$ cat config.mk
export PLATFORM = sky130hd
export DESIGN_NAME = knnbc_ctrl
export DESIGN_NICKNAME = d
export VERILOG_FILES = /design/src/rtl/knnbc_pkg.sv /design/src/rtl/knnbc_ctrl.sv
export SDC_FILE = /design/constraint.sdc
export NUM_CORES = 1
export LEC_CHECK = 0
export ABC_AREA = 1
export BUFFER_PORTS_ARGS = -buffer_cell sky130_fd_sc_hd__buf_2
export CAP_MARGIN = 10
export CORE_AREA = 2 2 39 41
export CTS_BUF_LIST = sky130_fd_sc_hd__clkbuf_16
export CTS_CLUSTER_SIZE = 25
export DETAILED_ROUTE_END_ITERATION = 16
export DIE_AREA = 0 0 41 43
export SYNTH_ARGS = -nofsm -noshare
export SYNTH_HDL_FRONTEND = slang
export SYNTH_SLANG_ARGS = --single-unit
$ cat constraint.sdc
create_clock -name clk -period 2.9 [get_ports clk]
set_input_delay 0.145 -clock clk [delete_from_list [all_inputs] [get_ports clk]]
set_output_delay 0.145 -clock clk [all_outputs]
set_load 0.005 [all_outputs]
$ cat src/rtl/knnbc_pkg.sv
// ----------------------------------------------------------------------------
// knnbc_pkg
// Shared codes and controller/datapath interface types for the k-nn classifier
// ----------------------------------------------------------------------------
package knnbc_pkg;

  localparam logic [1:0] CMD_TRAIN = 2'd0;
  localparam logic [1:0] CMD_QUERY = 2'd1;
  localparam logic [1:0] CMD_CLEAR = 2'd2;

  localparam logic [4:0] NEIGHBOR_COUNT_RST = 5'd11;

  typedef struct packed {
    logic accept;
    logic start_sweep;
    logic sweep_en;
    logic start_scan;
    logic scan_en;
    logic vote_init;
    logic vote_en;
    logic load_out;
  } ctrl_t;

  typedef struct packed {
    logic query_last;
    logic need_sweep;
    logic sweep_last;
    logic issue_done;
    logic pipe_empty;
    logic vote_last;
    logic out_free;
  } stat_t;

endpackage

$ cat src/rtl/knnbc_ctrl.sv
// ----------------------------------------------------------------------------
// knnbc_ctrl
// Sequencer: row zeroing, store scan, pipeline drain, vote and result hand-off
// ----------------------------------------------------------------------------
module knnbc_ctrl (
  input  logic               clk,
  input  logic               rst,
  input  logic               in_valid,
  input  knnbc_pkg::stat_t   stat,
  output logic               in_stall,
  output knnbc_pkg::ctrl_t   ctl
);

  localparam logic [2:0] S_IDLE   = 3'd0;
  localparam logic [2:0] S_SWEEP  = 3'd1;
  localparam logic [2:0] S_SCAN   = 3'd2;
  localparam logic [2:0] S_DRAIN  = 3'd3;
  localparam logic [2:0] S_VOTE   = 3'd4;
  localparam logic [2:0] S_RESULT = 3'd5;

  logic [2:0] state;
  logic [2:0] state_next;

  always_comb begin
    state_next = state;
    ctl        = '0;
    ctl.accept = in_valid && (state == S_IDLE);
    case (state)
      S_IDLE: begin
        if (ctl.accept) begin
          if (stat.query_last) begin
            ctl.start_scan = 1'b1;
            state_next     = S_SCAN;
          end else if (stat.need_sweep) begin
            ctl.start_sweep = 1'b1;
            state_next      = S_SWEEP;
          end
        end
      end
      S_SWEEP: begin
        ctl.sweep_en = 1'b1;
        if (stat.sweep_last) state_next = S_IDLE;
      end
      S_SCAN: begin
        ctl.scan_en = 1'b1;
        if (stat.issue_done) state_next = S_DRAIN;
      end
      S_DRAIN: begin
        if (stat.pipe_empty) begin
          ctl.vote_init = 1'b1;
          state_next    = S_VOTE;
        end
      end
      S_VOTE: begin
        ctl.vote_en = 1'b1;
        if (stat.vote_last) state_next = S_RESULT;
      end
      S_RESULT: begin
        if (stat.out_free) begin
          ctl.load_out = 1'b1;
          state_next   = S_IDLE;
        end
      end
      default: state_next = S_IDLE;
    endcase
  end

  always_ff @(posedge clk) begin
    if (rst) begin
      state <= S_IDLE;
    end else begin
      state <= state_next;
    end
  end

  assign in_stall = (state != S_IDLE);

endmodule

==> flow_summary.ini <==
[status]
status = completed

[setup_path]
cp.arrival_ns = 1.35
slowest_stage = dfxtp_1
path_cells = inv_1 > nand2_4 > nor2_1 > and3_1 > buf_2
cp_data_required_time_ns = 2.76
max_stage_delay_ns = 0.54
path_max_fanout = 11
worstSetupPathType = flop to primary output
cp-start-kind = flop
end_kind = primary output

[grt]
grt_pass1_vias = 421
grt_overflow = 0
grt_max_degree = 12
antenna_found_initial = 0
gr-usage-all-layers_pct = 13.34
grt_pass1_wl_um = 1656

[cts]
cts.sinks = 3
clkTransAtPathRegs_ns = 0.03
cts_buffers = 3
clk_latency_ns = 0.22
cts_root_buf = clkbuf_16
clockBufferDepth = 2
hold_buffers = 0
h-tree-depth = 1
post_cts_buffers = 0
cts_repair_resize_count = 0
cts_tree = yes

[timing]
setup_viol = 0
slew_viol_final = 0
min_period_over_period_pct = 51.69
fin_worst_skew_ns = 0.0004066
hold_ws_ns = 0.1815
worst_slew_pin_slew_ns = 0.3889
finalHoldViolCount = 0
setup_tns_ns = 0
relSlewSlack_pct = 74.04
rsz0062_at_grt = false
layout_min_cycle_time_ns = 1.499
max_freq_ghz = 0.6672

[pwr]
total_power_uw = 560.0
clkPwrFrac_pct = 37.9
power_frac_seq_pct = 16.6
sw_frac_of_total_pct = 40.16
powerDensity_mw_per_mm2 = 1024
p_int_uw = 335.1
power.switching_uw = 224.9
vdd_ir_drop_max_v = 0.0004647
combPwrFrac_pct = 45.5
p_leak_uw = 0.0003278

[detailed_routing]
wl_per_cell_um = 9.304
drcViolationCount = 0
vias = 455
firstDrtPassIters = 4
wl_um = 949
drtIter0Drc = 8
postRouteAntennaNets = 0
viasPerCell = 4.461

[finish]
drive_gt1_share_pct = 38.37
utilization_pct = 39.51
largestRegisters = state: 3 flops
fin_cells = 102
largest_reg_flops = 3
regMostFlops = state
antenna_cells = 0
area_growth_syn_to_layout_pct = 43.75
nets = 97

[synth]
synth.avg_cell_area_um2 = 5.763
seq_area_frac_synth_pct = 15.79
ys_ff_latch = 3
syn_inst = 66
synth_nets = 76
synth.distinct_cells = 19
yosys_warnings = 0
synthesis.area_um2 = 380.4

[placed_design]
dpl.cell_count = 98
gp_congestion = 0.8344
dpl.hpwl_um = 754.2
place.port_buffers = 18

[floorplanning]
initial_core_util_pct = 27.49
die_area_mm2 = 0.001763
rows = 14
core_mm2 = 0.001384
die_h_um = 43
io_pins = 19
fp.dieW_um = 41

[run]
max_cap_violations = 0

[min_path]
hold_path_class = input pin to flop
-- metal layers --
metal | up-vias | share of wire [%] | track usage [%]
met1 | 202 | 43 | 17.95
met3 | 0 | 2.4 | 3.141
li1 | 247 | - | -
met4 | 0 | 0 | 6.000
met5 | - | 0 | 0
met2 | 6 | 55 | 19.38
-- stage by stage --
step	instance area [µm²]	setup slack [ns]
floorplan	380.4	1.823
global placement	467.9	1.577
detailed placement	467.9	1.561
CTS	546.8	1.409
global route	546.8	1.305
finish	546.8	1.401
-- power by group through the flow --
| stage | clock, µW | sequential [µW] | combinational (µW) |
|---|---|---|---|
| 3_3_place_gp | 0 | 91.5 | 256 |
| 4_1_cts | 216 | 91.7 | 256 |
| 5_1_grt | 221 | 95.9 | 294 |
| 2_1_floorplan | 0 | 68.6 | 225 |
| 6_report | 212 | 93.2 | 255 |
| 3_5_place_dp | 0 | 91.9 | 254 |
-- final timing paths --
path / endpoint / from / cells after the start / slack [ns]
hold / removal: state[1] / rst / 4 / 0.18
hold reg to reg: state[1] / state[1] / 2 / 0.59
setup reg to reg: state[0] / state[2] / 7 / 1.53
setup / recovery: ctl[6] / state[2] / 5 / 1.40
-- cells by family (layout without fill, tap and decap cells) --
logic type	count (synthesis)	in the layout	synth area share, %
and+or+nand+nor	47	47	62.83
AOI/OAI and AO/OA	3	3	4.603
DFF	3	3	15.79
buffers and inverters	13	33	16.78
-- cells in the mapped netlist --
cell | instances | share of area (%)
nand2_1 | 9 | 8.9
nor3_1 | 3 | 3.9
nand3b_2 | 1 | 3.0
nor2_2 | 4 | 6.6
inv_2 | 2 | 2.0
nand2_4 | 1 | 3.0
nand4_1 | 1 | 1.6
nand2_2 | 1 | 1.6
nand3_2 | 2 | 5.3
buf_6 | 2 | 5.9
and3_1 | 1 | 1.6
dfxtp_1 | 3 | 16
a21oi_1 | 1 | 1.3
o21ai_0 | 1 | 1.3
inv_1 | 9 | 8.9
nor2_1 | 17 | 17
nand3_1 | 6 | 7.9
nor3_2 | 1 | 2.6
o211ai_1 | 1 | 2.0
-- placed cells by master, fill, tap and decap left out --
cell / n
nor3_1: 3
nand2_4: 1
inv_1: 10
buf_2: 18
inv_2: 2
nand3b_2: 1
o211ai_1: 1
nand3_2: 2
dfxtp_1: 3
clkbuf_16: 3
nor2_2: 4
o21ai_0: 1
nand2_1: 9
nand3_1: 6
nor2_1: 17
nor3_2: 1
a21oi_1: 1
and3_1: 1
nand2_2: 1
nand4_1: 1
-- area by class of cell --
class / count / area, µm²
clock buffers: 3 / 75.07
clock inverters: 1 / 3.754
fillers: 149 / 837.1
inverters: 11 / 41.29
multi-input cells: 50 / 256.5
flip-flops and latches: 3 / 60.06
well taps: 16 / 20.02
repair buffers: 18 / 90.09
-- critical path, delay by kind of cell, from the launching register on --
family | cells | cell delay (ns)
buffers and inverters | 2 | 0.29
AND/OR/NAND/NOR | 3 | 0.30
flip-flops | 1 | 0.54
No activity file was read; power rests on OpenSTA's default activity.
